--- src/rtl/g2l_pkg.sv ---
// Package: shared types, constants and the byte-to-character table of the transliterator.
package g2l_pkg;

    // Depth of the job queue between front and back
    localparam int QUEUE_DEPTH = 2;
    localparam int QPTR_W      = (QUEUE_DEPTH > 1) ? $clog2(QUEUE_DEPTH) : 1;
    localparam int QCNT_W      = $clog2(QUEUE_DEPTH + 1);

    // Input action codes
    localparam logic ACT_BYTE = 1'b0;
    localparam logic ACT_END  = 1'b1;

    // Special input bytes
    localparam logic [7:0] BYTE_UC_MU  = 8'd204;
    localparam logic [7:0] BYTE_LC_MU  = 8'd236;
    localparam logic [7:0] BYTE_UC_NU  = 8'd205;
    localparam logic [7:0] BYTE_LC_NU  = 8'd237;
    localparam logic [7:0] BYTE_LC_PI  = 8'd240;
    localparam logic [7:0] BYTE_UC_PI  = 8'd208;
    localparam logic [7:0] BYTE_UC_TAU = 8'd212;
    localparam logic [7:0] BYTE_LC_TAU = 8'd244;

    // Held-letter state
    typedef enum logic [2:0] {
        PEND_NONE = 3'd0,
        PEND_LM   = 3'd1,
        PEND_UM   = 3'd2,
        PEND_LN   = 3'd3,
        PEND_UN   = 3'd4
    } pend_t;

    // Table entry: up to three characters, ch[0] first
    typedef struct packed {
        logic [1:0]      len;
        logic [2:0][6:0] ch;
    } entry_t;

    // One job: up to four characters for one input transaction
    typedef struct packed {
        logic [2:0]      cnt;
        logic [3:0][6:0] ch;
    } job_t;

    // Front to queue
    typedef struct packed {
        logic valid;
        job_t job;
    } push_t;

    // Queue to back
    typedef struct packed {
        logic valid;
        job_t job;
    } head_t;

    function automatic entry_t ent(input logic [1:0] n, input logic [7:0] a,
                                   input logic [7:0] b, input logic [7:0] c);
        entry_t e;
        e.len   = n;
        e.ch[0] = a[6:0];
        e.ch[1] = b[6:0];
        e.ch[2] = c[6:0];
        return e;
    endfunction

    // Character given for a held letter
    function automatic logic [6:0] held_char(input pend_t p);
        logic [7:0] c;
        unique case (p)
            PEND_LM: c = "m";
            PEND_UM: c = "M";
            PEND_LN: c = "n";
            PEND_UN: c = "N";
            default: c = 8'd0;
        endcase
        return c[6:0];
    endfunction

    // Byte to table entry
    function automatic entry_t map_byte(input logic [7:0] b);
        entry_t e;
        e = ent(2'd0, 8'd0, 8'd0, 8'd0);
        if (!b[7])
        begin
            e = ent((b != 8'd0) ? 2'd1 : 2'd0, b, 8'd0, 8'd0);
        end
        else
        begin
            unique case (b)
                8'd182: e = ent(2'd2, "'", "A", 8'd0);
                8'd184: e = ent(2'd2, "'", "E", 8'd0);
                8'd185: e = ent(2'd2, "'", "H", 8'd0);
                8'd186: e = ent(2'd2, "'", "I", 8'd0);
                8'd188: e = ent(2'd2, "'", "O", 8'd0);
                8'd190: e = ent(2'd2, "'", "Y", 8'd0);
                8'd191: e = ent(2'd2, "'", "W", 8'd0);
                8'd192: e = ent(2'd3, "i", "'", "\"");
                8'd193: e = ent(2'd1, "A", 8'd0, 8'd0);
                8'd194: e = ent(2'd1, "V", 8'd0, 8'd0);
                8'd195: e = ent(2'd1, "G", 8'd0, 8'd0);
                8'd196: e = ent(2'd1, "D", 8'd0, 8'd0);
                8'd197: e = ent(2'd1, "E", 8'd0, 8'd0);
                8'd198: e = ent(2'd1, "Z", 8'd0, 8'd0);
                8'd199: e = ent(2'd1, "H", 8'd0, 8'd0);
                8'd200: e = ent(2'd1, "8", 8'd0, 8'd0);
                8'd201: e = ent(2'd1, "I", 8'd0, 8'd0);
                8'd202: e = ent(2'd1, "K", 8'd0, 8'd0);
                8'd203: e = ent(2'd1, "L", 8'd0, 8'd0);
                8'd204: e = ent(2'd1, "M", 8'd0, 8'd0);
                8'd205: e = ent(2'd1, "N", 8'd0, 8'd0);
                8'd206: e = ent(2'd2, "K", "S", 8'd0);
                8'd207: e = ent(2'd1, "O", 8'd0, 8'd0);
                8'd208: e = ent(2'd1, "P", 8'd0, 8'd0);
                8'd209: e = ent(2'd1, "R", 8'd0, 8'd0);
                8'd211: e = ent(2'd1, "S", 8'd0, 8'd0);
                8'd212: e = ent(2'd1, "T", 8'd0, 8'd0);
                8'd213: e = ent(2'd1, "Y", 8'd0, 8'd0);
                8'd214: e = ent(2'd1, "F", 8'd0, 8'd0);
                8'd215: e = ent(2'd1, "X", 8'd0, 8'd0);
                8'd216: e = ent(2'd2, "P", "S", 8'd0);
                8'd217: e = ent(2'd1, "W", 8'd0, 8'd0);
                8'd218: e = ent(2'd2, "I", "\"", 8'd0);
                8'd219: e = ent(2'd2, "Y", "\"", 8'd0);
                8'd220: e = ent(2'd2, "a", "'", 8'd0);
                8'd221: e = ent(2'd2, "e", "'", 8'd0);
                8'd222: e = ent(2'd2, "h", "'", 8'd0);
                8'd223: e = ent(2'd2, "i", "'", 8'd0);
                8'd224: e = ent(2'd3, "y", "'", "\"");
                8'd225: e = ent(2'd1, "a", 8'd0, 8'd0);
                8'd226: e = ent(2'd1, "v", 8'd0, 8'd0);
                8'd227: e = ent(2'd1, "g", 8'd0, 8'd0);
                8'd228: e = ent(2'd1, "d", 8'd0, 8'd0);
                8'd229: e = ent(2'd1, "e", 8'd0, 8'd0);
                8'd230: e = ent(2'd1, "z", 8'd0, 8'd0);
                8'd231: e = ent(2'd1, "h", 8'd0, 8'd0);
                8'd232: e = ent(2'd1, "8", 8'd0, 8'd0);
                8'd233: e = ent(2'd1, "i", 8'd0, 8'd0);
                8'd234: e = ent(2'd1, "k", 8'd0, 8'd0);
                8'd235: e = ent(2'd1, "l", 8'd0, 8'd0);
                8'd236: e = ent(2'd1, "m", 8'd0, 8'd0);
                8'd237: e = ent(2'd1, "n", 8'd0, 8'd0);
                8'd238: e = ent(2'd2, "k", "s", 8'd0);
                8'd239: e = ent(2'd1, "o", 8'd0, 8'd0);
                8'd240: e = ent(2'd1, "p", 8'd0, 8'd0);
                8'd241: e = ent(2'd1, "r", 8'd0, 8'd0);
                8'd242: e = ent(2'd1, "s", 8'd0, 8'd0);
                8'd243: e = ent(2'd1, "s", 8'd0, 8'd0);
                8'd244: e = ent(2'd1, "t", 8'd0, 8'd0);
                8'd245: e = ent(2'd1, "y", 8'd0, 8'd0);
                8'd246: e = ent(2'd1, "f", 8'd0, 8'd0);
                8'd247: e = ent(2'd1, "x", 8'd0, 8'd0);
                8'd248: e = ent(2'd2, "p", "s", 8'd0);
                8'd249: e = ent(2'd1, "w", 8'd0, 8'd0);
                8'd250: e = ent(2'd2, "i", "\"", 8'd0);
                8'd251: e = ent(2'd2, "y", "\"", 8'd0);
                8'd252: e = ent(2'd2, "o", "'", 8'd0);
                8'd253: e = ent(2'd2, "y", "'", 8'd0);
                8'd254: e = ent(2'd2, "w", "'", 8'd0);
                default: e = ent(2'd0, 8'd0, 8'd0, 8'd0);
            endcase
        end
        return e;
    endfunction

endpackage

--- src/rtl/g2l_if.sv ---


interface g2l_out_if;
    logic       valid;
    logic       ready;
    logic [6:0] out_char;
    logic       last;

    modport source (output valid, output out_char, output last, input ready);
    modport sink   (input valid, input out_char, input last, output ready);
endinterface

--- src/rtl/g2l_back.sv ---
// Back end: sends the characters of the head job one per cycle while the output is ready.
module g2l_back (
    input  logic               clk,
    input  logic               rst_n,
    input  g2l_pkg::head_t     head,
    output logic               pop,
    g2l_out_if.source          out_ch
);

    logic [1:0] idx_reg;
    logic [1:0] idx_next;
    logic       fire;
    logic       is_last;

    assign is_last         = ({1'b0, idx_reg} == (head.job.cnt - 3'd1));
    assign out_ch.valid    = head.valid;
    assign out_ch.out_char = head.job.ch[idx_reg];
    assign out_ch.last     = is_last;
    assign fire            = out_ch.valid && out_ch.ready;
    assign pop             = fire && is_last;

    // Character index within the job
    always_comb
    begin
        idx_next = idx_reg;
        if (fire)
            idx_next = is_last ? 2'd0 : idx_reg + 2'd1;
    end

    always_ff @(posedge clk or negedge rst_n)
    begin
        if (!rst_n)
            idx_reg <= 2'd0;
        else
            idx_reg <= idx_next;
    end

endmodule

--- src/flat_wrapper.sv ---
// flat-port wrapper written by rule: the top's interface ports become plain ports
module g2l_back_flat 
  (clk, rst_n, head, pop, out_ch_valid, out_ch_out_char, out_ch_last, out_ch_ready);
  g2l_out_if out_ch_i ();
  input  logic clk;
  input  logic rst_n;
  input  g2l_pkg::head_t head;
  output logic pop;
  output wire logic [$bits(out_ch_i.valid)-1:0] out_ch_valid;
  output wire logic [$bits(out_ch_i.out_char)-1:0] out_ch_out_char;
  output wire logic [$bits(out_ch_i.last)-1:0] out_ch_last;
  input wire logic [$bits(out_ch_i.ready)-1:0] out_ch_ready;
  assign out_ch_valid = out_ch_i.valid;
  assign out_ch_out_char = out_ch_i.out_char;
  assign out_ch_last = out_ch_i.last;
  assign out_ch_i.ready = out_ch_ready;
  g2l_back u_core (.clk(clk), .rst_n(rst_n), .head(head), .pop(pop), .out_ch(out_ch_i));
endmodule
--- config.mk ---
export PLATFORM = sky130hd
export DESIGN_NAME = g2l_back_flat
export DESIGN_NICKNAME = d
export VERILOG_FILES = /design/src/rtl/g2l_pkg.sv /design/src/rtl/g2l_if.sv /design/src/rtl/g2l_back.sv /design/src/flat_wrapper.sv
export SDC_FILE = /design/constraint.sdc
export NUM_CORES = 1
export LEC_CHECK = 0
export ABC_AREA = 1
export ABC_CLOCK_PERIOD_IN_PS = 1200
export BUFFER_PORTS_ARGS = -buffer_cell sky130_fd_sc_hd__buf_2
export CAP_MARGIN = 20
export CORE_UTILIZATION = 38
export CTS_BUF_LIST = sky130_fd_sc_hd__clkbuf_8
export CTS_CLUSTER_SIZE = 30
export DETAILED_ROUTE_END_ITERATION = 8
export GPL_TIMING_DRIVEN = 0
export HOLD_SLACK_MARGIN = 0.06
export PLACE_DENSITY = 0.81
export SLEW_MARGIN = 30
export SYNTH_ARGS = -nofsm -noshare
export SYNTH_HDL_FRONTEND = slang
export SYNTH_SLANG_ARGS = --single-unit
--- constraint.sdc ---
create_clock -name clk -period 1.2 [get_ports clk]
set_clock_uncertainty 0.05 [all_clocks]
set_input_delay 0.18 -clock clk [delete_from_list [all_inputs] [get_ports clk]]
set_output_delay 0.18 -clock clk [all_outputs]
set_load 0.05 [all_outputs]
==> results of run 1 <==
## cell usage after synthesis
cell type and count:
sky130_fd_sc_hd__o22ai_2 7, sky130_fd_sc_hd__o21ai_2 3, sky130_fd_sc_hd__inv_8 2, sky130_fd_sc_hd__nand4_2 1
sky130_fd_sc_hd__nand3_1 2, sky130_fd_sc_hd__nand2_1 10, sky130_fd_sc_hd__ha_1 1, sky130_fd_sc_hd__inv_1 9
sky130_fd_sc_hd__nand2_2 4, sky130_fd_sc_hd__buf_8 1, sky130_fd_sc_hd__xnor2_2 1, sky130_fd_sc_hd__nor2_2 7
sky130_fd_sc_hd__nor2_1 7, sky130_fd_sc_hd__buf_6 3, sky130_fd_sc_hd__dfrtp_1 2, sky130_fd_sc_hd__o21ai_0 9
sky130_fd_sc_hd__buf_4 1, sky130_fd_sc_hd__o21ai_1 2
## stage by stage
step           setup WS, ns  hold WS, ns
3_3_place_gp         -0.269      -0.0864
3_5_place_dp         -0.323      -0.0827
2_1_floorplan       -0.0870       -0.166
## cell families after synthesis
logic type | share of synthesized area [%]
compound gates | 32.8
fa+ha+maj | 2.43
buf+inv | 21.8
flops | 9.71
simple gates | 30.1
xor+xnor | 3.16
==> qor_table.md, run 1 <==
| Group | Item | Reported |
|---|---|---|
| status | Run status | did not finish |
| status | Fail Step | clock tree synthesis |
| status | Run-stopping error | [ERROR DPL-0033] detailed placement checks failed during check placement. |
| floorplan | Die span in x | 38.8 µm |
| floorplan | Height of the die | 38.8 µm |
| placement | DP HPWL | 1130 µm |
| floorplan | Number of cell rows | 12 |
| synthesis | Number of distinct standard cells referenced by the synthesized netlist | 18 |
| synthesis | Number of storage elements in the synthesis netlist | 2 |
| clocking | TritonCTS buffer count | 3 |
| clocking | Post-CTS Hold Fix Bufs | 1 |
| synthesis | Top cell type's share of synthesized area | 17.0% |
| placement | Routability congestion estimate from global placement | 0.727 |
| synthesis | Avg Inst Size Synth | 7.16 µm² |
| synthesis | Count of synthesis-stage warnings from yosys | 0 |
| floorplan | Starting utilization of the core area | 43.5% |
| synthesis | Cell type with the highest aggregate area in the netlist | sky130_fd_sc_hd__o22ai_2 |
| synthesis | Post-synthesis sequential area ratio | 9.71% |
| placement | Cell Count Post-Placement | 130 |
| clocking | Number of levels the H-tree was split into | 1 |
| placement | Post-Place Cell Area | 855 µm² |
| floorplan | Number of placed I/O pins | 45 |
| clocking | Clock Sinks | 2 |
| synthesis | Synthesized net count | 108 |
| synthesis | Post-synthesis cell count | 72 |
| clocking | Clock root buffer | sky130_fd_sc_hd__clkbuf_8 |
| synthesis | Post-synthesis instance area | 515 µm² |
| placement | Port Buf Inserts | 44 |
| clocking | Largest buffer count on any clock path | 2 |
| clocking | CTS-repair resized insts | 57 |
| clocking | Number of buffers inserted by post-CTS setup repair | 6 |
| synthesis | Cell types with the largest area share after synthesis | sky130_fd_sc_hd__o22ai_2, sky130_fd_sc_hd__dfrtp_1, sky130_fd_sc_hd__o21ai_0 |
==> run 2: changes to the inputs <==
--- a/config.mk
+++ b/config.mk
@@ -9,13 +9,11 @@
 export ABC_CLOCK_PERIOD_IN_PS = 1200
 export BUFFER_PORTS_ARGS = -buffer_cell sky130_fd_sc_hd__buf_2
 export CAP_MARGIN = 20
-export CORE_UTILIZATION = 38
-export CTS_BUF_LIST = sky130_fd_sc_hd__clkbuf_8
-export CTS_CLUSTER_SIZE = 30
+export CORE_AREA = 2 2 63 65
 export DETAILED_ROUTE_END_ITERATION = 8
+export DIE_AREA = 0 0 65 67
 export GPL_TIMING_DRIVEN = 0
-export HOLD_SLACK_MARGIN = 0.06
-export PLACE_DENSITY = 0.81
+export PLACE_DENSITY_LB_ADDON = 0.15
 export SLEW_MARGIN = 30
 export SYNTH_ARGS = -nofsm -noshare
 export SYNTH_HDL_FRONTEND = slang
==> run 2 against run 1 <==
  * The flow now finishes, with violations (setup timing)
  * Synthesized cell count did not move
  * Synthesized area is the same
==> qor_table.md, run 2 <==
| Group | Item | Reported |
|---|---|---|
| status | Run status | finished, violations left |
| status | Violated checks | setup timing |
| timing | Slew headroom | 78.1% |
| synthesis | Count of synthesis-stage warnings from yosys | 0 |
| synthesis | Post-synthesis cell count | 72 |
| synthesis | Post-synthesis instance area | 515 µm² |
| drt | Remaining number of nets flagged by the antenna check after routing | 0 |
| critical path | Arrival time worst endpoint | 1.30 ns |
| power and ir drop | Total power | 2.96 mW |
| layout | Top library cells by usage in the layout, fill and taps aside | sky130_fd_sc_hd__buf_2, sky130_fd_sc_hd__buf_6, sky130_fd_sc_hd__nor2_2 |
| global route | First-pass GRT wire length | 3150 µm |
| global route | Total Routing Usage GR | 9.14% |
| synthesis | Cell types with the largest area share after synthesis | sky130_fd_sc_hd__o22ai_2, sky130_fd_sc_hd__dfrtp_1, sky130_fd_sc_hd__o21ai_0 |
| critical path | CP max FO | 8 |
| clocking | Largest buffer count on any clock path | 2 |
| timing | RSZ-0062 raised after global routing | yes |
| floorplan | Die Area | 4360 µm² |
| critical path | Count of cells along the worst register-to-register path | 8 |
| timing | Accumulated negative setup slack | -2.97 ns |
| drt | Detailed-route wire length | 1890 µm |
| critical path | Reg2reg setup slack | -0.05 ns |
| critical path | Setup CP Type | flop to output port |
| timing | Post-route fraction of the period consumed by the critical path | 127% |
| synthesis | Number of distinct standard cells referenced by the synthesized netlist | 18 |
| floorplan | Number of placed I/O pins | 45 |
| floorplan | Starting utilization of the core area | 14.3% |
| power and ir drop | Leakage power figure | 0.541 nW |
| timing | Final max-slew violation count | 0 |
| drt | Initial DRC count | 5 |
| synthesis | Post-synth ARST share | 100% |
| clocking | Clock Sinks | 2 |
| floorplan | Die span in x | 65 µm |
| clocking | TritonCTS buffer count | 3 |
| global route | Number of global-route vias before repair | 762 |
| global route | Global route total overflow | 0 |
| timing | Final-report setup violation count | 11 |
| global route | Initial antenna violation count | 0 |
| drt | Vias post-DR | 694 |
| timing | Worst hold margin | 0.233 ns |
| drt | Drc violations | 0 |
| critical path | Capture instance of the worst register-to-register path | u_core.idx_reg[0] |
| synthesis | Cell type with the highest aggregate area in the netlist | sky130_fd_sc_hd__o22ai_2 |
| synthesis | Top cell type's share of synthesized area | 17.0% |
| layout | Most common cell after layout, fill and taps aside | sky130_fd_sc_hd__buf_2 |
| synthesis | Number of storage elements in the synthesis netlist | 2 |
| synthesis | Synthesized net count | 108 |
| worst hold path | Path class of the lowest-slack min-delay path | primary input to asynchronous set/reset pin |
| run | Count of maximum capacitance violations | 0 |
| critical path | Endpoint class of the critical path | output port |
| timing | Final min period | 1.53 ns |
| synthesis | Post-synthesis sequential area ratio | 9.71% |
| clocking | Number of levels the H-tree was split into | 1 |
| power and ir drop | Cell Pwr Density | 2420 nW/µm² |
| placement | DP HPWL | 1410 µm |
| drt | Drt via density | 3.92 |
| layout | Number of nets in the final layout | 167 |
| timing | Final hold violations | 0 |
| placement | Post-place setup slack | -0.301 ns |
| timing | Final setup slack of the worst path | -0.328 ns |
| drt | Number of optimization iterations in the first detailed-route pass | 2 |
| clocking | Clock latency on the worst-skew pair | 0.21 ns |
| layout | Relative area change from synthesis to final layout | 138% |
| synthesis | Count leader, synth | sky130_fd_sc_hd__nand2_1 |
| critical path | Data required time at the worst endpoint | 0.97 ns |
| layout | Ratio of cells with drive above 1 in the final layout | 81.4% |
| global route | Pin count of the biggest net entering global routing | 11 |
| power and ir drop | Worst vdd ir | 0.915 mV |
| synthesis | Most common library cells after synthesis | sky130_fd_sc_hd__nand2_1, sky130_fd_sc_hd__inv_1, sky130_fd_sc_hd__o21ai_0 |
| synthesis | Most used DFF post-synth | sky130_fd_sc_hd__dfrtp_1 |
| drt | WL/cell | 10.6 µm |
| placement | Routability congestion estimate from global placement | 0.681 |
| timing | Peak Freq | 654 MHz |
| critical path | Reg-to-reg critical path startpoint | u_core.idx_reg[1] |
| layout | Diodes inserted | 0 |
| clocking | CTS tree | yes |
| placement | Port Buf Inserts | 44 |
| critical path | Sort of element at the start of the critical path | flop |
| synthesis | Number of synthesized flops with an enable pin | 0 |
| clocking | Clk slew on worst S/H paths | 0.03 ns |
| timing | Actual transition at the worst max-transition pin | 0.325 ns |
| clocking | Clock root buffer | sky130_fd_sc_hd__clkbuf_8 |
| floorplan | Height of the die | 67 µm |
| layout | Number of flip-flops in the largest register | 2 |
| floorplan | Number of cell rows | 22 |
| floorplan | Placeable core area | 3610 µm² |
| synthesis | Avg Inst Size Synth | 7.16 µm² |
## run 2: worst max path at each step
stage / depth (start not counted) / start / slack (ns) / to
3_5_place_dp: 9 / head[28] / -0.30 / pop
2_1_floorplan: 5 / u_core.idx_reg[0] / -0.09 / out_ch_out_char[2]
5_1_grt: 7 / u_core.idx_reg[1] / -0.38 / pop
6_report: 6 / u_core.idx_reg[0] / -0.33 / out_ch_out_char[2]
3_3_place_gp: 9 / head[28] / -0.29 / pop
4_1_cts: 7 / u_core.idx_reg[0] / -0.36 / pop
## run 2: routing by layer
metal  track usage [%]  part of all wire, %
met1              11.5                   42
met2              16.4                   54
met3              1.52                  3.6
met4              1.60                    0
met5                 0                    0
## run 2: what timing repair did
action,CTS,global route
cloned,1,0
setup endpoints to repair,9,11
hold buffers,1,0
pin swaps,2,2
hold endpoints to repair,2,0
resized for setup,45,13
buffers inserted,5,3
## run 2: cell families (layout without fill, tap and decap cells)
kind of cell	count (synthesis)	in the layout	synth area share, %
compound gates	21	21	32.8
xor+xnor	1	1	3.16
fa+ha+maj	1	1	2.43
buf+inv	16	73	21.8
flops	2	2	9.71
simple gates	31	31	30.1
## run 2: report_power, final
group	internal [mW]	switching, mW
Combinational	1.13	1.46
Clock	0.212	0.0483
Sequential	0.0946	0.0175
Total	1.44	1.53
## run 2: area by class of cell
| cell class | instances | area [µm²] |
|---|---|---|
| Timing Repair Buffer | 54 | 385 |
| Buffer | 5 | 73.8 |
| Sequential cell | 2 | 50.0 |
| Clock buffer | 3 | 41.3 |
| Fill cell | 387 | 2380 |
| Tap cell | 48 | 60.1 |
| Multi-Input combinational cell | 54 | 547 |
| Inverter | 11 | 68.8 |
## run 2: stage by stage
step	instance area (µm²)	utilization, %	std cells
after floorplan	617	-	72
after global placement	897	24.9	164
after detailed placement	897	24.9	164
after CTS	1150	31.9	174
after global routing	1230	34.0	177
final	1230	34.0	177
## run 2: worst max-delay path, cell delays in order, from the launching register on
cell                       delay, ns
sky130_fd_sc_hd__dfrtp_1        0.33
sky130_fd_sc_hd__buf_6          0.15
sky130_fd_sc_hd__clkinv_8       0.09
sky130_fd_sc_hd__buf_16         0.15
sky130_fd_sc_hd__o21ai_4        0.14
sky130_fd_sc_hd__o22ai_4        0.08
sky130_fd_sc_hd__buf_6          0.15
(Power assumes the default switching activity.)
