**src/rtl/g2l_pkg.sv**
```systemverilog
// Package: shared types, constants and the byte-to-character table of the transliterator.
package g2l_pkg;

    // Depth of the job queue between front and back
    localparam int QUEUE_DEPTH = 2;
    localparam int QPTR_W      = (QUEUE_DEPTH > 1) ? $clog2(QUEUE_DEPTH) : 1;
    localparam int QCNT_W      = $clog2(QUEUE_DEPTH + 1);

    // Input action codes
    localparam logic ACT_BYTE = 1'b0;
    localparam logic ACT_END  = 1'b1;

    // Special input bytes
    localparam logic [7:0] BYTE_UC_MU  = 8'd204;
    localparam logic [7:0] BYTE_LC_MU  = 8'd236;
    localparam logic [7:0] BYTE_UC_NU  = 8'd205;
    localparam logic [7:0] BYTE_LC_NU  = 8'd237;
    localparam logic [7:0] BYTE_LC_PI  = 8'd240;
    localparam logic [7:0] BYTE_UC_PI  = 8'd208;
    localparam logic [7:0] BYTE_UC_TAU = 8'd212;
    localparam logic [7:0] BYTE_LC_TAU = 8'd244;

    // Held-letter state
    typedef enum logic [2:0] {
        PEND_NONE = 3'd0,
        PEND_LM   = 3'd1,
        PEND_UM   = 3'd2,
        PEND_LN   = 3'd3,
        PEND_UN   = 3'd4
    } pend_t;

    // Table entry: up to three characters, ch[0] first
    typedef struct packed {
        logic [1:0]      len;
        logic [2:0][6:0] ch;
    } entry_t;

    // One job: up to four characters for one input transaction
    typedef struct packed {
        logic [2:0]      cnt;
        logic [3:0][6:0] ch;
    } job_t;

    // Front to queue
    typedef struct packed {
        logic valid;
        job_t job;
    } push_t;

    // Queue to back
    typedef struct packed {
        logic valid;
        job_t job;
    } head_t;

    function automatic entry_t ent(input logic [1:0] n, input logic [7:0] a,
                                   input logic [7:0] b, input logic [7:0] c);
        entry_t e;
        e.len   = n;
        e.ch[0] = a[6:0];
        e.ch[1] = b[6:0];
        e.ch[2] = c[6:0];
        return e;
    endfunction

    // Character given for a held letter
    function automatic logic [6:0] held_char(input pend_t p);
        logic [7:0] c;
        unique case (p)
            PEND_LM: c = "m";
            PEND_UM: c = "M";
            PEND_LN: c = "n";
            PEND_UN: c = "N";
            default: c = 8'd0;
        endcase
        return c[6:0];
    endfunction

    // Byte to table entry
    function automatic entry_t map_byte(input logic [7:0] b);
        entry_t e;
        e = ent(2'd0, 8'd0, 8'd0, 8'd0);
        if (!b[7])
        begin
            e = ent((b != 8'd0) ? 2'd1 : 2'd0, b, 8'd0, 8'd0);
        end
        else
        begin
            unique case (b)
                8'd182: e = ent(2'd2, "'", "A", 8'd0);
                8'd184: e = ent(2'd2, "'", "E", 8'd0);
                8'd185: e = ent(2'd2, "'", "H", 8'd0);
                8'd186: e = ent(2'd2, "'", "I", 8'd0);
                8'd188: e = ent(2'd2, "'", "O", 8'd0);
                8'd190: e = ent(2'd2, "'", "Y", 8'd0);
                8'd191: e = ent(2'd2, "'", "W", 8'd0);
                8'd192: e = ent(2'd3, "i", "'", "\"");
                8'd193: e = ent(2'd1, "A", 8'd0, 8'd0);
                8'd194: e = ent(2'd1, "V", 8'd0, 8'd0);
                8'd195: e = ent(2'd1, "G", 8'd0, 8'd0);
                8'd196: e = ent(2'd1, "D", 8'd0, 8'd0);
                8'd197: e = ent(2'd1, "E", 8'd0, 8'd0);
                8'd198: e = ent(2'd1, "Z", 8'd0, 8'd0);
                8'd199: e = ent(2'd1, "H", 8'd0, 8'd0);
                8'd200: e = ent(2'd1, "8", 8'd0, 8'd0);
                8'd201: e = ent(2'd1, "I", 8'd0, 8'd0);
                8'd202: e = ent(2'd1, "K", 8'd0, 8'd0);
                8'd203: e = ent(2'd1, "L", 8'd0, 8'd0);
                8'd204: e = ent(2'd1, "M", 8'd0, 8'd0);
                8'd205: e = ent(2'd1, "N", 8'd0, 8'd0);
                8'd206: e = ent(2'd2, "K", "S", 8'd0);
                8'd207: e = ent(2'd1, "O", 8'd0, 8'd0);
                8'd208: e = ent(2'd1, "P", 8'd0, 8'd0);
                8'd209: e = ent(2'd1, "R", 8'd0, 8'd0);
                8'd211: e = ent(2'd1, "S", 8'd0, 8'd0);
                8'd212: e = ent(2'd1, "T", 8'd0, 8'd0);
                8'd213: e = ent(2'd1, "Y", 8'd0, 8'd0);
                8'd214: e = ent(2'd1, "F", 8'd0, 8'd0);
                8'd215: e = ent(2'd1, "X", 8'd0, 8'd0);
                8'd216: e = ent(2'd2, "P", "S", 8'd0);
                8'd217: e = ent(2'd1, "W", 8'd0, 8'd0);
                8'd218: e = ent(2'd2, "I", "\"", 8'd0);
                8'd219: e = ent(2'd2, "Y", "\"", 8'd0);
                8'd220: e = ent(2'd2, "a", "'", 8'd0);
                8'd221: e = ent(2'd2, "e", "'", 8'd0);
                8'd222: e = ent(2'd2, "h", "'", 8'd0);
                8'd223: e = ent(2'd2, "i", "'", 8'd0);
                8'd224: e = ent(2'd3, "y", "'", "\"");
                8'd225: e = ent(2'd1, "a", 8'd0, 8'd0);
                8'd226: e = ent(2'd1, "v", 8'd0, 8'd0);
                8'd227: e = ent(2'd1, "g", 8'd0, 8'd0);
                8'd228: e = ent(2'd1, "d", 8'd0, 8'd0);
                8'd229: e = ent(2'd1, "e", 8'd0, 8'd0);
                8'd230: e = ent(2'd1, "z", 8'd0, 8'd0);
                8'd231: e = ent(2'd1, "h", 8'd0, 8'd0);
                8'd232: e = ent(2'd1, "8", 8'd0, 8'd0);
                8'd233: e = ent(2'd1, "i", 8'd0, 8'd0);
                8'd234: e = ent(2'd1, "k", 8'd0, 8'd0);
                8'd235: e = ent(2'd1, "l", 8'd0, 8'd0);
                8'd236: e = ent(2'd1, "m", 8'd0, 8'd0);
                8'd237: e = ent(2'd1, "n", 8'd0, 8'd0);
                8'd238: e = ent(2'd2, "k", "s", 8'd0);
                8'd239: e = ent(2'd1, "o", 8'd0, 8'd0);
                8'd240: e = ent(2'd1, "p", 8'd0, 8'd0);
                8'd241: e = ent(2'd1, "r", 8'd0, 8'd0);
                8'd242: e = ent(2'd1, "s", 8'd0, 8'd0);
                8'd243: e = ent(2'd1, "s", 8'd0, 8'd0);
                8'd244: e = ent(2'd1, "t", 8'd0, 8'd0);
                8'd245: e = ent(2'd1, "y", 8'd0, 8'd0);
                8'd246: e = ent(2'd1, "f", 8'd0, 8'd0);
                8'd247: e = ent(2'd1, "x", 8'd0, 8'd0);
                8'd248: e = ent(2'd2, "p", "s", 8'd0);
                8'd249: e = ent(2'd1, "w", 8'd0, 8'd0);
                8'd250: e = ent(2'd2, "i", "\"", 8'd0);
                8'd251: e = ent(2'd2, "y", "\"", 8'd0);
                8'd252: e = ent(2'd2, "o", "'", 8'd0);
                8'd253: e = ent(2'd2, "y", "'", 8'd0);
                8'd254: e = ent(2'd2, "w", "'", 8'd0);
                default: e = ent(2'd0, 8'd0, 8'd0, 8'd0);
            endcase
        end
        return e;
    endfunction

endpackage

```
**src/rtl/g2l_queue.sv**
```systemverilog
// Job queue: a short FIFO of character jobs between front and back.
module g2l_queue (
    input  logic               clk,
    input  logic               rst_n,
    input  g2l_pkg::push_t     push,
    output logic               q_ready,
    output g2l_pkg::head_t     head,
    input  logic               pop
);

    g2l_pkg::job_t                     mem_reg [g2l_pkg::QUEUE_DEPTH];
    logic [g2l_pkg::QPTR_W-1:0]        wr_reg;
    logic [g2l_pkg::QPTR_W-1:0]        rd_reg;
    logic [g2l_pkg::QCNT_W-1:0]        cnt_reg;
    logic [g2l_pkg::QPTR_W-1:0]        wr_next;
    logic [g2l_pkg::QPTR_W-1:0]        rd_next;
    logic [g2l_pkg::QCNT_W-1:0]        cnt_next;
    logic                              do_push;
    logic                              do_pop;

    assign q_ready    = (cnt_reg != g2l_pkg::QCNT_W'(g2l_pkg::QUEUE_DEPTH));
    assign do_push    = push.valid && q_ready;
    assign do_pop     = pop && head.valid;
    assign head.valid = (cnt_reg != '0);
    assign head.job   = mem_reg[rd_reg];

    // Pointer and count update
    always_comb
    begin
        wr_next  = wr_reg;
        rd_next  = rd_reg;
        cnt_next = cnt_reg;
        if (do_push)
            wr_next = (wr_reg == g2l_pkg::QPTR_W'(g2l_pkg::QUEUE_DEPTH - 1)) ? '0
                      : wr_reg + 1'b1;
        if (do_pop)
            rd_next = (rd_reg == g2l_pkg::QPTR_W'(g2l_pkg::QUEUE_DEPTH - 1)) ? '0
                      : rd_reg + 1'b1;
        if (do_push && !do_pop)
            cnt_next = cnt_reg + 1'b1;
        else if (!do_push && do_pop)
            cnt_next = cnt_reg - 1'b1;
    end

    always_ff @(posedge clk or negedge rst_n)
    begin
        if (!rst_n)
        begin
            wr_reg  <= '0;
            rd_reg  <= '0;
            cnt_reg <= '0;
        end
        else
        begin
            wr_reg  <= wr_next;
            rd_reg  <= rd_next;
            cnt_reg <= cnt_next;
        end
    end

    // Job storage
    always_ff @(posedge clk)
    begin
        if (do_push)
            mem_reg[wr_reg] <= push.job;
    end

endmodule

```
**config.mk**
```make
export PLATFORM = sky130hd
export DESIGN_NAME = g2l_queue
export DESIGN_NICKNAME = d
export VERILOG_FILES = /design/src/rtl/g2l_pkg.sv /design/src/rtl/g2l_queue.sv
export SDC_FILE = /design/constraint.sdc
export NUM_CORES = 1
export LEC_CHECK = 0
export ABC_AREA = 1
export ABC_CLOCK_PERIOD_IN_PS = 2100
export CAP_MARGIN = 15
export CORE_MARGIN = 4
export CORE_UTILIZATION = 28
export DETAILED_ROUTE_END_ITERATION = 8
export DONT_BUFFER_PORTS = 1
export PLACE_DENSITY = 0.51
export SLEW_MARGIN = 20
export SYNTH_ARGS = -nofsm -noshare
export SYNTH_HDL_FRONTEND = slang
export SYNTH_SLANG_ARGS = --single-unit
```
**constraint.sdc**
```tcl
create_clock -name clk -period 2.1 [get_ports clk]
set_input_delay 0.63 -clock clk [delete_from_list [all_inputs] [get_ports clk]]
set_output_delay 0.63 -clock clk [all_outputs]
set_load 0.01 [all_outputs]
```
==> results of run 1 <==
-- through the flow --
stage	power [uW]	cell area, um2	instances	hold WS (ns)
2_1_floorplan	2980	2570	191	0.334
3_3_place_gp	3230	2700	297	0.335
3_5_place_dp	3260	2700	297	0.335
4_1_cts	4300	2910	314	0.357
5_1_grt	4510	2910	314	0.350
6_report	4200	2910	314	0.380
-- cell type report --
| type | count | share of cell area [%] |
|---|---|---|
| clock buffer | 9 | 4.26 |
| clock inverter | 7 | 2.41 |
| inverter | 7 | 1.16 |
| multi-input combinational | 111 | 17.5 |
| sequential | 66 | 67.5 |
| tap | 108 | 4.65 |
| timing repair buffer | 6 | 2.50 |
-- path summary, 6_finish.rpt --
check	end	slack (ns)	depth (start not counted)
min in group asynchronous	cnt_reg[1]	0.57	1
max in group asynchronous	wr_reg	1.34	1
worst min register to register	cnt_reg[0]	0.52	1
worst min-delay path	mem_reg[0][24]	0.38	0
worst max register to register	mem_reg[0][20]	0.63	5
worst max-delay path	head[16]	0.18	3
-- power by group --
group          switching [uW]  internal, uW
clock                     489           543
sequential                116          1800
combinational             922           329
-- timing repair --
item                      4_1_cts  5_1_grt
hold endpoints to repair        4        0
setup buffers                   0        0
hold buffers                    1        0
-- critical path, stage by stage (launching register included) --
cell,delay (ns)
dfrtp_1,0.49
buf_4,0.26
nand2_1,0.07
nand2_1,0.14
-- cell families (layout without fill, tap and decap cells) --
group	after synthesis	in the layout	share of synthesized area [%]
xor gates and xnor gates	2	2	0.973
adders and majority gates	1	1	0.487
buffers and inverters	14	29	4.53
DFF	66	66	76.3
and+or+nand+nor	108	108	17.7
-- cells in the final DEF, fill, tap and decap left out --
cell type,instances
inv_2,2
buf_4,3
dfrtp_1,4
nand2_1,89
xnor2_1,1
nand4_1,1
clkinv_2,1
inv_1,4
clkinv_1,1
inv_8,1
edfxtp_1,62
clkbuf_8,9
ha_1,1
nand2_4,2
bufinv_16,1
clkinv_4,1
clkinvlp_4,3
nand2_2,12
nand3_1,2
buf_12,2
nor2_4,2
dlygate4sd3_1,1
xor2_2,1
-- layer usage --
layer	GRT usage (%)	up-vias	part of all wire, %
met5	0	-	0
met1	10.6	605	41
li1	-	653	-
met4	6.46	0	2.5
met2	13.7	56	46
met3	5.85	12	11
==> impl_metrics.yaml, run 1 <==
cts:
  clk_latency_ns: 0.34
  clkSlewWorstSetupHoldPaths_ns: 0.08
  cts.htree.levels: 3
  cts-root-buf: "clkbuf_8"
  cts_buffer_depth: 2
  numClockSinks: 66
  tritoncts: "built"
  cts_made_buffers: 9
  post_cts_resized: 0
power:
  peakVddDrop_uv: 580
  total_leakage_power_uw: 0.00112
  p_per_area_mw_per_mm2: 1450
finish:
  drive_gt1_share_pct: 19.4
  largest_register_ffs: 62
  area_delta_synth_final_pct: 13.0
  antenna_cells: 0
  fillerInstances: 866
  fin_nets: 237
  seqCellArea_mm2: 0.00196
  multi_input_area_um2: 508
  fin_util_pct: 32.8
placement:
  place_ws_ns: 0.523
  port_buffers: 0
  place.detailed.hpwl_um: 3330
  gp_congestion: 0.656
synthesis:
  synthArstFlopShare_pct: 6.06
  synth_area_per_cell_um2: 13.5
  ys_seq_area_share_pct: 76.3
  synth_edf_count: 62
  synth_ff_type: "edfxtp_1"
  yosys-top-cells-area: "edfxtp_1 72%, nand2_1 13%, dfrtp_1 3.9%, nand2_2 2.9%, buf_6 2.6%"
  synth_most_common_cell: "nand2_1"
  synth_area_leader_cell: "edfxtp_1"
  synth-seq-cells: 66
  ys_warn_count: 0
  netlist_instances: 191
  yosys.area.top_type_share_pct: 72.4
  syn-num-nets: 227
  ys_types: 16
  synthesis.area_mm2: 0.00257
  synthTopCellsByCount: "89 x nand2_1, 62 x edfxtp_1, 12 x nand2_2, 6 x buf_6"
sta:
  drv_slew: 0
  fmax_mhz: 520
  setup_slack_ns: 0.178
  hold_viol_final: 0
  finalSetupViolations: 0
  relSlewSlack_pct: 79.9
  finalCritPeriodShare_pct: 91.5
  min_period_ns: 1.92
  rsz0062_at_grt: "false"
  fin_skew_ns: 0.00601
  tns_ns: 0
  tightest_slew_ns: 0.300
setup_path:
  worst-setup-path-type: "flop to output pin"
  critPathRequiredTime_ns: 1.47
  crit_path_end_kind: "output pin"
  r2r_start: "cnt_reg[0]"
  worstPathArrival_ns: 1.29
  cp_max_fo: 13
  start_kind: "flop"
  startpoint: "rd_reg"
floorplan:
  dieWidth_um: 104
  core_area_mm2: 0.00885
  initial_core_util_pct: 29.1
  num_io_pins: 68
  rows: 34
  die-area_mm2: 0.0108
  die_y_um: 104
routing:
  routed_via_density: 4.22
  vias: 1326
  drt_iter0_markers: 36
  wl_per_cell_um: 15.6
  ant_nets: 0
  wl_um: 4910
  drc: 0
  first_pass_iters: 4
global_routing:
  antenna_found_initial: 0
  grt-ovfl-total: 0
  grt_use_total_pct: 9.60
  grt_pass1_vias: 1327
  grt_max_degree: 33
  grt_pass1_wl_um: 7550
worst_hold_path:
  hold_class: "primary input to flop"
  min-delay-start: "push[24]"
run:
  maxCapViolations: 0
outcome:
  outcome: "finished clean"
Note: power is estimated with default switching activity, not from simulation.
==> inputs of run 2 (changes only) <==
CTS_BUF_LIST = sky130_fd_sc_hd__clkbuf_4   (was unset)
==> impl_metrics.yaml, run 2 (synthesis results as in run 1) <==
finish:
  multi_input_area_um2: 508
  seqCellArea_mm2: 0.00196
  layout_common_cells: "89 x nand2_1, 62 x edfxtp_1, 12 x nand2_2"
  fillerInstances: 869
  fin_nets: 237
  fin_util_pct: 32.2
  antenna_cells: 0
  layout_commonest_cell: "nand2_1"
  area_delta_synth_final_pct: 10.9
  layoutNonFillerInstCount: 314
  largest_register_ffs: 62
  drive_gt1_share_pct: 19.9
cts:
  cts_made_buffers: 9
  cts_buffer_depth: 2
  clkSlewWorstSetupHoldPaths_ns: 0.11
  tritoncts: "built"
  numClockSinks: 66
  clk_latency_ns: 0.39
  cts-root-buf: "clkbuf_4"
  cts.htree.levels: 3
setup_path:
  worstPathArrival_ns: 1.29
  worstSetupPathDepth: 3
  max_stage_delay_ns: 0.47
  crit_family: "flip-flops"
  reg2reg_slack_ns: 0.62
  cp_num_buf_inv: 1
  cpMostUsedCell: "nand2_1"
  start_kind: "flop"
  cpMaxStageDelayCell: "dfrtp_2"
  reg2regPathDepth: 5
  path_cells: "inv_8 -> nand2_1 -> nand2_1"
  critPathRequiredTime_ns: 1.47
  worst-setup-path-type: "flop to output pin"
  cp_max_fo: 32
  crit_path_end_kind: "output pin"
power:
  total_leakage_power_uw: 0.00110
  p_per_area_mw_per_mm2: 1400
  peakVddDrop_uv: 458
outcome:
  outcome: "finished clean"
global_routing:
  grt-ovfl-total: 0
  grt_use_total_pct: 9.49
  grt_pass1_wl_um: 7510
  grt_pass1_vias: 1322
  antenna_found_initial: 0
  grt_max_degree: 33
sta:
  min_period_ns: 1.92
  finalCritPeriodShare_pct: 91.7
  tns_ns: 0
  fin_skew_ns: 0.00793
  relSlewSlack_pct: 79.8
  fmax_mhz: 520
  drv_slew: 0
  finalSetupViolations: 0
  hold_viol_final: 0
  tightest_slew_ns: 0.303
  rsz0062_at_grt: "false"
  setup_slack_ns: 0.175
routing:
  wl_um: 4890
  vias: 1323
  ant_nets: 0
  drc: 0
  drt_iter0_markers: 21
  first_pass_iters: 4
  routed_via_density: 4.21
  wl_per_cell_um: 15.6
floorplan:
  initial_core_util_pct: 29.1
  die_y_um: 104
  dieWidth_um: 104
  rows: 34
  die-area_mm2: 0.0108
  core_area_mm2: 0.00885
  num_io_pins: 68
placement:
  place.detailed.hpwl_um: 3330
  port_buffers: 0
  place_ws_ns: 0.523
  placedCellCount: 297
  gp_congestion: 0.656
run:
  maxCapViolations: 0
worst_hold_path:
  min_path_cells: 0
  hold_class: "primary input to flop"
==> run 2: stage by stage <==
| step | power, uW | area [um2] | hold WS (ns) |
|---|---|---|---|
| floorplan | 2980 | 2570 | 0.334 |
| global placement | 3230 | 2700 | 0.335 |
| detailed placement | 3260 | 2700 | 0.335 |
| CTS | 4080 | 2850 | 0.287 |
| global route | 4290 | 2850 | 0.256 |
| finish | 3980 | 2850 | 0.325 |
==> run 2: area by class of cell <==
| type | count | share of cell area, % |
|---|---|---|
| clock buffer | 9 | 2.37 |
| multi-input combinational | 111 | 17.8 |
| inverter | 7 | 1.19 |
| timing repair buffer | 6 | 2.55 |
| tap | 108 | 4.74 |
| sequential | 66 | 68.9 |
| clock inverter | 7 | 2.46 |
==> run 2: final timing paths <==
check / from / endpoint
max in group asynchronous: rst_n / rd_reg
min reg2reg: cnt_reg[0] / cnt_reg[0]
min: push[24] / mem_reg[0][24]
min in group asynchronous: rst_n / wr_reg
max reg2reg: cnt_reg[0] / mem_reg[1][10]
max: rd_reg / head[2]
==> run 2: power by group <==
| group | internal [uW] | switching (uW) |
|---|---|---|
| clock | 358 | 451 |
| sequential | 1800 | 116 |
| combinational | 330 | 924 |
| total | 2490 | 1490 |
==> run 2: timing repair <==
item,4_1_cts,5_1_grt
buffers inserted,0,0
gates resized for setup,0,1
hold endpoints to repair,4,0
endpoints found under the setup margin,0,14
hold buffers,1,0
==> run 2: per-layer routing <==
layer / vias to the layer above / part of all wire (%) / global-route usage, % / wire length, um
met5: - / 0 / 0 / 0
met3: 7 / 12 / 7.34 / 582
met2: 52 / 46 / 13.8 / 2240
li1: 654 / - / - / -
met1: 610 / 41 / 10.4 / 1980
met4: 0 / 1.7 / 3.61 / 84
==> inputs of run 3 (changes only) <==
ABC_AREA = unset   (was 1)
==> impl_metrics.yaml, run 3 <==
placement:
  placedCellCount: 225
  port_buffers: 0
  place.detailed.hpwl_um: 3050
  gp_congestion: 0.680
floorplan:
  num_io_pins: 68
  initial_core_util_pct: 29.2
  rows: 34
  core_area_mm2: 0.00885
  die_y_um: 104
  die-area_mm2: 0.0108
  dieWidth_um: 104
finish:
  fillerInstances: 851
  antenna_cells: 0
  area_delta_synth_final_pct: 13.4
  layout_common_cells: "62 x edfxtp_1, 29 x mux2_4, 9 x clkbuf_4"
  seqCellArea_mm2: 0.00196
  layoutNonFillerInstCount: 242
  multi_input_area_um2: 559
  largest_register_ffs: 62
  drive_gt1_share_pct: 42.5
  fin_nets: 165
  layout_commonest_cell: "edfxtp_1"
cts:
  cts_setup_buffers: 0
  clk_latency_ns: 0.39
  cts.htree.levels: 3
  clkSlewWorstSetupHoldPaths_ns: 0.12
  cts_buffer_depth: 2
  numClockSinks: 66
  tritoncts: "built"
  post_cts_resized: 0
  cts-root-buf: "clkbuf_4"
  cts_made_buffers: 9
synthesis:
  ys_seq_area_share_pct: 75.8
  yosys-top-cells-area: "edfxtp_1 72%, mux2_4 17%, dfrtp_1 3.9%, buf_12 2.3%, xnor2_1 1.0%"
  synth_ff_type: "edfxtp_1"
  synth_area_leader_cell: "edfxtp_1"
  synthTopCellsByCount: "62 x edfxtp_1, 29 x mux2_4, 4 x dfrtp_1, 3 x buf_12, 3 x xnor2_1"
  synth_edf_count: 62
  synthesis.area_mm2: 0.00259
  yosys.area.top_type_share_pct: 72.0
  netlist_instances: 115
  synth_most_common_cell: "edfxtp_1"
  synth-seq-cells: 66
  synthArstFlopShare_pct: 6.06
  syn-num-nets: 151
  ys_warn_count: 0
  ys_types: 16
  synth_area_per_cell_um2: 22.5
setup_path:
  start_kind: "flop"
  max_stage_delay_ns: 0.43
  cp_num_buf_inv: 1
  cpMaxStageDelayCell: "dfrtp_2"
  crit_path_end_kind: "output pin"
  cp_max_fo: 19
  worst-setup-path-type: "flop to output pin"
  critPathRequiredTime_ns: 1.47
  worstPathArrival_ns: 1.40
  crit_family: "flip-flops"
  path_cells: "buf_12 -> mux2_2"
routing:
  first_pass_iters: 4
  ant_nets: 0
  wl_um: 4230
  vias: 1026
  drt_iter0_markers: 13
  routed_via_density: 4.24
  wl_per_cell_um: 17.5
  drc: 0
sta:
  fin_skew_ns: 0.0111
  finalSetupViolations: 0
  finalCritPeriodShare_pct: 96.8
  min_period_ns: 2.03
  rsz0062_at_grt: "true"
  relSlewSlack_pct: 82.3
  drv_slew: 0
  fmax_mhz: 492
  tightest_slew_ns: 0.266
  hold_viol_final: 0
  holdWs_ns: 0.314
global_routing:
  grt_max_degree: 20
  grt_pass1_wl_um: 6470
  grt_use_total_pct: 8.32
  grt_pass1_vias: 1134
  grt-ovfl-total: 0
  antenna_found_initial: 0
worst_hold_path:
  hold_class: "primary input to flop"
power:
  p_total_uw: 4280
  p_per_area_mw_per_mm2: 1460
  peakVddDrop_uv: 595
  total_leakage_power_uw: 0.00106
run:
  maxCapViolations: 0
outcome:
  outcome: "finished clean"
-- run 3: cell count changes after synthesis, moves of 3 or more --
cell	change
buf_12	+3
buf_6	-5
inv_1	-3
mux2_4	+29
nand2_1	-88
nand2_2	-11
-- run 3: path summary, 6_finish.rpt --
check | startpoint | endpoint | slack (ns) | cells after the start
min in group asynchronous | rst_n | wr_reg | 0.50 | 1
worst max-delay path | rd_reg | head[10] | 0.07 | 2
worst max register to register | cnt_reg[0] | cnt_reg[1] | 0.46 | 7
worst min-delay path | push[27] | mem_reg[1][27] | 0.31 | 0
max in group asynchronous | rst_n | rd_reg | 1.41 | 1
worst min register to register | cnt_reg[1] | cnt_reg[1] | 0.52 | 1
-- run 3: worst register-to-register path, delay by kind of cell, from the launching register on --
family | cells | cell delay, ns
xor+xnor | 2 | 0.28
simple gates | 3 | 0.59
fa+ha+maj | 1 | 0.21
buf+inv | 1 | 0.07
flops | 1 | 0.43
-- run 3: where the power goes --
| part | switching (uW) | leakage (uW) | internal (uW) |
|---|---|---|---|
| clock | 460 | 0.000101 | 613 |
| sequential | 112 | 0.000622 | 1800 |
| combinational | 660 | 0.000340 | 632 |
| total | 1230 | 0.00106 | 3050 |
-- run 3: per-stage QoR --
step / TNS (ns) / setup WS, ns / util, % / cell area (um2)
final: 0 / 0.0675 / 33.2 / 2930
after global routing: -0.0450 / -0.0227 / 33.2 / 2930
after CTS: 0 / 0.000753 / 33.2 / 2930
after detailed placement: 0 / 0.480 / 30.9 / 2730
after global placement: 0 / 0.495 / 30.9 / 2730
after floorplan: 0 / 0.155 / - / 2590
-- run 3: layout make-up --
| cell class | instances | area share, % |
|---|---|---|
| flip-flops and latches | 66 | 66.9 |
| well taps | 108 | 4.61 |
| clock inverters | 7 | 4.26 |
| multi-input cells | 44 | 19.1 |
| clock buffers | 9 | 2.30 |
| inverters | 1 | 0.128 |
| repair buffers | 7 | 2.73 |
-- run 3: metal layers --
| layer | part of all wire (%) | track usage (%) |
|---|---|---|
| met1 | 33 | 7.30 |
| met2 | 50 | 13.0 |
| met3 | 15 | 7.14 |
| met4 | 1.9 | 4.56 |
| met5 | 0 | 0 |
-- run 3: timing repair --
item,4_1_cts,5_1_grt
endpoints found under the hold margin,4,0
hold buffers,1,0
setup endpoints to repair,0,2
-- run 3: cell families after synthesis --
| group | count (synthesis) | share of synthesized area (%) |
|---|---|---|
| adder cells (fa/ha/maj) | 1 | 0.483 |
| XOR/XNOR | 5 | 1.69 |
| flip-flops | 66 | 75.8 |
| AND/OR/NAND/NOR | 7 | 1.40 |
| buffers and inverters | 5 | 2.90 |
| multiplexers | 31 | 17.7 |
